`config.mk`:
```
export PLATFORM = sky130hd
export DESIGN_NAME = fractal_escape_time
export DESIGN_NICKNAME = d
export VERILOG_FILES = /design/src/hw/rtl/fet_pkg.sv /design/src/hw/rtl/fractal_escape_time.sv
export SDC_FILE = /design/constraint.sdc
export NUM_CORES = 2
export LEC_CHECK = 0
export BUFFER_PORTS_ARGS = -buffer_cell sky130_fd_sc_hd__buf_2
export CAP_MARGIN = 30
export CORE_ASPECT_RATIO = 1.25
export CORE_UTILIZATION = 60
export CTS_CLUSTER_DIAMETER = 100
export CTS_CLUSTER_SIZE = 16
export DETAILED_ROUTE_END_ITERATION = 8
export PLACE_DENSITY = 0.77
export SKIP_CTS_REPAIR_TIMING = 1
export SLEW_MARGIN = 10
export SYNTH_ARGS = -nofsm -noshare
export SYNTH_HDL_FRONTEND = slang
export SYNTH_SLANG_ARGS = --single-unit
export TNS_END_PERCENT = 1
```
`constraint.sdc`:
```
create_clock -name clk -period 12.1 [get_ports clk]
set_input_delay 2.42 -clock clk [delete_from_list [all_inputs] [get_ports clk]]
set_output_delay 2.42 -clock clk [all_outputs]
set_load 0.01 [all_outputs]
```
`src/hw/rtl/fet_pkg.sv`:
```
package fet_pkg;

	// Default number of fraction bits of the fixed-point coordinates.
	localparam int FRAC_BITS_DEF = 28;
	// Default number of palette entries that the iteration count cycles through.
	localparam int COLOR_COUNT_DEF = 15;

	localparam int COORD_W = 32;
	localparam int RADIUS_W = 36;
	localparam int ITER_W = 16;
	localparam int COLOR_W = 4;
	localparam int CFG_INDEX_W = 3;
	localparam int CFG_DATA_W = 36;

	// Register values after reset.
	localparam logic [RADIUS_W-1:0] RADIUS_SQ_RESET = 36'h1_0000_0000;
	localparam logic [ITER_W-1:0] MAX_ITER_RESET = 16'd75;

	// Configuration register indexes.
	typedef enum logic [CFG_INDEX_W-1:0] {
		REG_VARIANT      = 3'd0,
		REG_JULIA_C_REAL = 3'd1,
		REG_JULIA_C_IMAG = 3'd2,
		REG_RADIUS_SQ    = 3'd3,
		REG_MAX_ITER     = 3'd4
	} cfg_reg_t;

	// Set selection held in the variant register.
	localparam logic VARIANT_MANDELBROT = 1'b0;
	localparam logic VARIANT_JULIA = 1'b1;

	typedef struct packed {
		logic signed [COORD_W-1:0] point_real;
		logic signed [COORD_W-1:0] point_imag;
	} in_word_t;

	typedef struct packed {
		logic [ITER_W-1:0] iterations;
		logic [COLOR_W-1:0] color_index;
	} out_word_t;

endpackage

```
`src/hw/rtl/fractal_escape_time.sv`:
```
// Escape-time evaluator for the Mandelbrot and Julia sets in signed fixed point.
// Input channel (in_valid, in_stall, in_word): one word carries one complex point.
// A word is taken at a clock edge with in_valid high and in_stall low. The block
// works on one point at a time and holds in_stall high from the accepting edge
// until the result has been moved into the output register.
// Output channel (out_valid, out_stall, out_word): one word per point with the
// iteration count and a palette index. An output register separates the two
// sides, so a new point is accepted while the previous result still waits.
// Each iteration of z = z*z + c goes through one shared 32x32 multiplier for
// zr*zr, zi*zi and zr*zi in turn, followed by the escape test and the update.
// Configuration is written through cfg_write/cfg_index/cfg_data; the user must
// write it only while the block is idle, and the block itself does not enforce
// this. Reset selects Mandelbrot mode, a squared radius of 2^32 (16.0 with 28
// fraction bits), a limit of 75 and a Julia constant of zero, and drops any
// pending result. When the receiver stalls, the result stays in the output
// register and the block stops after its next point until the register frees.
module fractal_escape_time #(
	parameter int FRAC_BITS = fet_pkg::FRAC_BITS_DEF,
	parameter int COLOR_COUNT = fet_pkg::COLOR_COUNT_DEF
) (
	input  logic clk,
	input  logic arst_n,
	input  logic in_valid,
	output logic in_stall,
	input  fet_pkg::in_word_t in_word,
	output logic out_valid,
	input  logic out_stall,
	output fet_pkg::out_word_t out_word,
	input  logic cfg_write,
	input  logic [fet_pkg::CFG_INDEX_W-1:0] cfg_index,
	input  logic [fet_pkg::CFG_DATA_W-1:0] cfg_data
);

	localparam int COL_W = (COLOR_COUNT > 1) ? $clog2(COLOR_COUNT) : 1;
	localparam logic [COL_W-1:0] COL_LAST = COL_W'(COLOR_COUNT - 1);

	typedef enum logic [5:0] {
		ST_IDLE   = 6'b000001,
		ST_MUL_RR = 6'b000010,
		ST_MUL_II = 6'b000100,
		ST_MUL_RI = 6'b001000,
		ST_UPDATE = 6'b010000,
		ST_DONE   = 6'b100000
	} state_t;

	state_t state_q;

	// Configuration registers.
	logic variant_q;
	logic signed [31:0] julia_cr_q;
	logic signed [31:0] julia_ci_q;
	logic [fet_pkg::RADIUS_W-1:0] radius_sq_q;
	logic [fet_pkg::ITER_W-1:0] max_iter_q;

	// Iteration state.
	logic signed [31:0] zr_q;
	logic signed [31:0] zi_q;
	logic signed [31:0] cr_q;
	logic signed [31:0] ci_q;
	logic signed [63:0] prod_q;
	logic signed [63:0] rr_q;
	logic signed [63:0] ii_q;
	logic [fet_pkg::ITER_W-1:0] n_q;
	logic [COL_W-1:0] col_q;
	logic limit_q;

	logic out_valid_q;
	fet_pkg::out_word_t out_word_q;

	logic in_accept;
	logic out_free;
	logic signed [31:0] mul_a;
	logic signed [31:0] mul_b;
	logic signed [63:0] mul_p;
	logic [63:0] sum_sq;
	logic [63:0] mag;
	logic escape;
	logic signed [63:0] diff;
	logic signed [63:0] re_full;
	logic signed [63:0] im_full;
	logic [fet_pkg::ITER_W-1:0] n_next;
	logic [8:0] color_sum;

	function automatic logic signed [31:0] sat32(input logic signed [63:0] v);
		if (v > 64'sd2147483647) begin
			return 32'sh7FFF_FFFF;
		end else if (v < -64'sd2147483648) begin
			return 32'sh8000_0000;
		end
		return v[31:0];
	endfunction

	assign in_stall = (state_q != ST_IDLE);
	assign in_accept = in_valid && !in_stall;
	assign out_free = !out_valid_q || !out_stall;
	assign out_valid = out_valid_q;
	assign out_word = out_word_q;

	// Operand selection for the shared multiplier.
	always_comb begin
		mul_a = (state_q == ST_MUL_II) ? zi_q : zr_q;
		mul_b = (state_q == ST_MUL_RR) ? zr_q : zi_q;
		mul_p = mul_a * mul_b;
	end

	// Escape test and next z from the three registered products.
	always_comb begin
		sum_sq = $unsigned(rr_q) + $unsigned(ii_q);
		mag = sum_sq >> FRAC_BITS;
		escape = mag > {{(64 - fet_pkg::RADIUS_W){1'b0}}, radius_sq_q};
		diff = rr_q - ii_q;
		// The sign extension of c stays signed so that the shifts round toward minus infinity.
		re_full = (diff >>> FRAC_BITS) + $signed({{32{cr_q[31]}}, cr_q});
		im_full = (prod_q >>> (FRAC_BITS - 1)) + $signed({{32{ci_q[31]}}, ci_q});
		n_next = n_q + 16'd1;
		color_sum = 9'(col_q) + 9'd1;
	end

	always_ff @(posedge clk or negedge arst_n) begin
		if (!arst_n) begin
			variant_q <= fet_pkg::VARIANT_MANDELBROT;
			julia_cr_q <= '0;
			julia_ci_q <= '0;
			radius_sq_q <= fet_pkg::RADIUS_SQ_RESET;
			max_iter_q <= fet_pkg::MAX_ITER_RESET;
		end else if (cfg_write) begin
			case (cfg_index)
				fet_pkg::REG_VARIANT: variant_q <= cfg_data[0];
				fet_pkg::REG_JULIA_C_REAL: julia_cr_q <= cfg_data[31:0];
				fet_pkg::REG_JULIA_C_IMAG: julia_ci_q <= cfg_data[31:0];
				fet_pkg::REG_RADIUS_SQ: radius_sq_q <= cfg_data[fet_pkg::RADIUS_W-1:0];
				fet_pkg::REG_MAX_ITER: max_iter_q <= cfg_data[fet_pkg::ITER_W-1:0];
				default: ;
			endcase
		end
	end

	always_ff @(posedge clk or negedge arst_n) begin
		if (!arst_n) begin
			state_q <= ST_IDLE;
			n_q <= '0;
			col_q <= '0;
			limit_q <= 1'b0;
		end else begin
			case (state_q)
				ST_IDLE: begin
					if (in_accept) begin
						n_q <= '0;
						col_q <= '0;
						if (max_iter_q == '0) begin
							limit_q <= 1'b1;
							state_q <= ST_DONE;
						end else begin
							limit_q <= 1'b0;
							state_q <= ST_MUL_RR;
						end
					end
				end
				ST_MUL_RR: state_q <= ST_MUL_II;
				ST_MUL_II: state_q <= ST_MUL_RI;
				ST_MUL_RI: state_q <= ST_UPDATE;
				ST_UPDATE: begin
					if (escape) begin
						state_q <= ST_DONE;
					end else begin
						n_q <= n_next;
						col_q <= (col_q == COL_LAST) ? '0 : col_q + 1'b1;
						if (n_next >= max_iter_q) begin
							limit_q <= 1'b1;
							state_q <= ST_DONE;
						end else begin
							state_q <= ST_MUL_RR;
						end
					end
				end
				ST_DONE: begin
					if (out_free) begin
						state_q <= ST_IDLE;
					end
				end
				default: state_q <= ST_IDLE;
			endcase
		end
	end

	// Datapath registers hold no control meaning and need no reset.
	always_ff @(posedge clk) begin
		if (in_accept) begin
			if (variant_q == fet_pkg::VARIANT_JULIA) begin
				zr_q <= in_word.point_real;
				zi_q <= in_word.point_imag;
				cr_q <= julia_cr_q;
				ci_q <= julia_ci_q;
			end else begin
				zr_q <= '0;
				zi_q <= '0;
				cr_q <= in_word.point_real;
				ci_q <= in_word.point_imag;
			end
		end else if (state_q == ST_UPDATE && !escape) begin
			zr_q <= sat32(re_full);
			zi_q <= sat32(im_full);
		end
		if (state_q == ST_MUL_RR || state_q == ST_MUL_II || state_q == ST_MUL_RI) begin
			prod_q <= mul_p;
		end
		if (state_q == ST_MUL_II) begin
			rr_q <= prod_q;
		end
		if (state_q == ST_MUL_RI) begin
			ii_q <= prod_q;
		end
	end

	always_ff @(posedge clk or negedge arst_n) begin
		if (!arst_n) begin
			out_valid_q <= 1'b0;
		end else if (state_q == ST_DONE && out_free) begin
			out_valid_q <= 1'b1;
		end else if (!out_stall) begin
			out_valid_q <= 1'b0;
		end
	end

	always_ff @(posedge clk) begin
		if (state_q == ST_DONE && out_free) begin
			out_word_q.iterations <= n_q;
			out_word_q.color_index <= limit_q ? '0 : color_sum[fet_pkg::COLOR_W-1:0];
		end
	end

	// An accepted point always starts an iteration or ends at once on a zero limit.
	a_accept_starts: assert property (@(posedge clk) disable iff (!arst_n)
		in_accept |=> (state_q == ST_MUL_RR || state_q == ST_DONE))
		else $error("accepted point did not start iterating");

	// The palette counter stays below the palette size.
	a_col_range: assert property (@(posedge clk) disable iff (!arst_n)
		col_q <= COL_LAST)
		else $error("palette counter out of range");

	// A new result only appears after the sequencer has finished a point.
	a_out_from_done: assert property (@(posedge clk) disable iff (!arst_n)
		$rose(out_valid_q) |-> $past(state_q == ST_DONE))
		else $error("result appeared without a finished point");

	// The sequencer leaves the done state only when the output register takes the result.
	a_done_holds: assert property (@(posedge clk) disable iff (!arst_n)
		(state_q == ST_DONE && !out_free) |=> state_q == ST_DONE)
		else $error("result dropped while output register was full");

endmodule
```
==> key figures <==
CTS
  • CTS sink count: 485
  • CTS buffer count: 37
  • CTS Buffer Depth: 3
  • Clock root cell: clkbuf_16
  • Clk Latency, worst-skew pair: between 0.5 and 0.6 ns
  • Clock Pin Slew Worst Setup and Hold Paths: 0.07 ns
  • Max H-tree Level: 2
  • CTS tree: built

Cells and area
  • Share of layout cells above drive strength 1: 8.533%
  • Area grow syn2layout: 6.305%
  • Fillers: 8392
  • Commonest non-fill, non-tap cells in the layout: inv_1 (1154), fa_1 (1084), nand2_1 (825), nor2_1 (695), ha_1 (436)
  • Final net count: 8198
  • Most common cell after layout, fill and taps aside: inv_1

Floorplanning
  • Die area: 107800 sq um
  • DIE WIDTH: ~290 um
  • Die H: 366.8 um
  • Core area: 105300 sq um
  • Initial Utilization: 60.63%
  • Cell Rows: around 130
  • I/O pin count: between 100 and 150

Global routing
  • Initial antenna violation count: 13
  • Met1 usage in global routing: 44.62%
  • GRT Resource Usage Total: 37.28%
  • Met3 usage: 7.816%
  • Largest net degree at the start of global routing: 82
  • Busiest grt layer: met2
  • Number of global-route vias before repair: 51.58k
  • Global-route wire length before repair: 299.4 mm
  • Gr ovfl total: 0
  • Met2 usage: 59.07%

Timing
  • Setup Viol. Count Final: 0
  • Final hold viol count: 0
  • Fin Setup TNS: 0 ns
  • Tcrit/Tclk final: 86.37%
  • Final Max Slew Viols: 0
  • Final min period: ~10 ns
  • Rel. slew slack: 26.71%
  • Clk_skew: 0.02903 ns
  • RSZ-0062 raised after global routing: false
  • Tightest Pin Transition: 1.078 ns
  • F_max: 95.69 MHz

Worst hold path
  • Worst Hold Class: flip-flop to flip-flop
  • WHS Path Cells: 0

Worst setup path
  • Most frequent CP cell: fa_1
  • Critical path data arrival time: about 11 ns
  • Slowest CP cell: nand2_1
  • Delay of the slowest critical-path stage: 0.77 ns
  • Worst setup EP type: flip-flop
  • FF-to-FF path depth: 28
  • Largest fanout on the critical path: 45
  • WP data required: 12.43 ns
  • Setup crit start kind: flip-flop
  • Setup CP Type: flip-flop to flip-flop

Route
  • Routed Antenna Nets: 0
  • DRC errors left: 0
  • Drt first pass iters: 9
  • Drt total wl: approximately 200 mm
  • Vias per cell: 6.132
  • Initial DRC Count: between 4k and 5k
  • Vias: 49.21k
  • WL per Instance: 24.39 um

Synthesis
  • Asr flop ratio synth: 29.90%
  • Synth Register Bits: 485
  • Ys flop type: edfxtp_1
  • Ys Warns: 0
  • Post-Syn Instances: approximately 6.5k
  • Post-synth EDFFs: 340
  • Synthesized Nets: 8149
  • Synth cell types: 99
  • Register area share after synthesis: 21.68%
  • Synth Area per Inst: 9.794 sq um
  • Synthesized area: 63860 sq um

Placement
  • Placer Congestion: ~1.0
  • IO buf count: approximately 130
  • Placed wire-length estimate: 156.5 mm

Run
  • Max-cap viol count: 0

Outcome
  • Status: completed
## sequential cells by signal (all words and copies together) (netlist names)
register,cells
out_word,20
zr_q,32
out_valid,1
radius_sq_q,36
cr_q,32
col_q,4
ii_q,64
julia_cr_q,32
julia_ci_q,32
prod_q,64
n_q,16
ci_q,32
max_iter_q,16
zi_q,32
limit_q,1
rr_q,64
state_q,6
variant_q,1
## routing by layer
layer / vias to the layer above / wire length [um]
met4: 12 / 18880
met2: 2917 / 90510
met5: - / 61
met3: 928 / 20020
met1: 24570 / 66280
li1: 20780 / -
## cells in the mapped netlist, types with 14 or more instances
master    number  area share, %
nand4_1       36           0.35
a221o_1       37           0.58
inv_1       1156            6.8
xnor2_1      161            2.2
nand2b_1      35           0.34
buf_1         19           0.11
and2_1        15           0.15
a211oi_1      27           0.32
a21oi_1      254            2.0
o21bai_1      52           0.61
o211ai_1      14           0.16
o31ai_1       14           0.16
o21ai_0      134            1.1
ha_1         436            8.5
edfxtp_1     340             16
fa_1        1084             34
mux2i_1       63           0.99
dfrtp_1      139            5.4
a31oi_1       23           0.23
and3_1        25           0.24
clkbuf_1     219            1.3
nor3_1        36           0.28
o21a_1        26           0.31
mux2_2       166            2.9
nand2_1      825            4.8
nor2b_1       26           0.25
a21o_1        86            1.0
xor2_1        58           0.80
o21ai_1       58           0.45
nor4_1        28           0.27
nand3_1       51           0.40
nor2_1       696            4.1
## worst max-delay path, delay by kind of cell, from the launching register on
kind                     cells  cell delay (ns)
adder cells (fa/ha/maj)      9             4.49
AO/OA/AOI/OAI                8             2.62
AND/OR/NAND/NOR              7             1.65
buffers and inverters        3             0.74
flip-flops                   1             0.55
XOR/XNOR                     1             0.10
## cell families (layout without fill, tap and decap cells)
group | after synthesis | after routing | share of synthesized area, %
and+or+nand+nor | 1826 | 1826 | 11.89
adders and majority gates | 1520 | 1520 | 42.52
buffers and inverters | 1412 | 1489 | 8.366
AOI/OAI and AO/OA | 827 | 827 | 8.548
DFF | 485 | 485 | 21.68
muxes | 229 | 229 | 3.914
xor gates and xnor gates | 222 | 222 | 3.080
other | 0 | 10 | 0
## stage by stage
| step | cells | instance area [sq um] | hold slack (ns) | setup slack (ns) | util [%] |
|---|---|---|---|---|---|
| after floorplan | 6521 | 63860 | 0.4215 | 2.207 | - |
| after global placement | 7924 | 66320 | 0.4214 | 1.928 | 62.96 |
| after detailed placement | 7937 | 66560 | 0.4297 | 1.767 | 63.19 |
| after CTS | 8004 | 67680 | 0.4227 | 1.756 | 64.25 |
| after global routing | 8015 | 67870 | 0.4468 | 1.031 | 64.43 |
| final | 8025 | 67890 | 0.4300 | 1.649 | 64.45 |
## layout make-up
type / count / area [sq um] / share of cell area (%)
diodes: 10 / 25.02 / 0.03686
clock buffers: 63 / 1070 / 1.576
clock inverters: 4 / 45.04 / 0.06635
inverters: 1159 / 4353 / 6.412
multi-input cells: 4624 / 44870 / 66.09
flip-flops and latches: 485 / 13850 / 20.40
well taps: 1417 / 1773 / 2.612
repair buffers: 263 / 1912 / 2.816
## final timing paths
| check | slack [ns] | from | to |
|---|---|---|---|
| worst max-delay path | 1.65 | state_q[0] | prod_q[63] |
| worst min-delay path | 0.43 | prod_q[5] | rr_q[5] |
| worst max register to register | 1.65 | state_q[0] | prod_q[63] |
| worst min register to register | 0.43 | prod_q[5] | rr_q[5] |
| max in group asynchronous | 8.77 | arst_n | julia_ci_q[0] |
| min in group asynchronous | 1.90 | arst_n | radius_sq_q[35] |
Power is not shown: default switching activity piles up to over one toggle a cycle in this logic, so the estimate is an artifact.
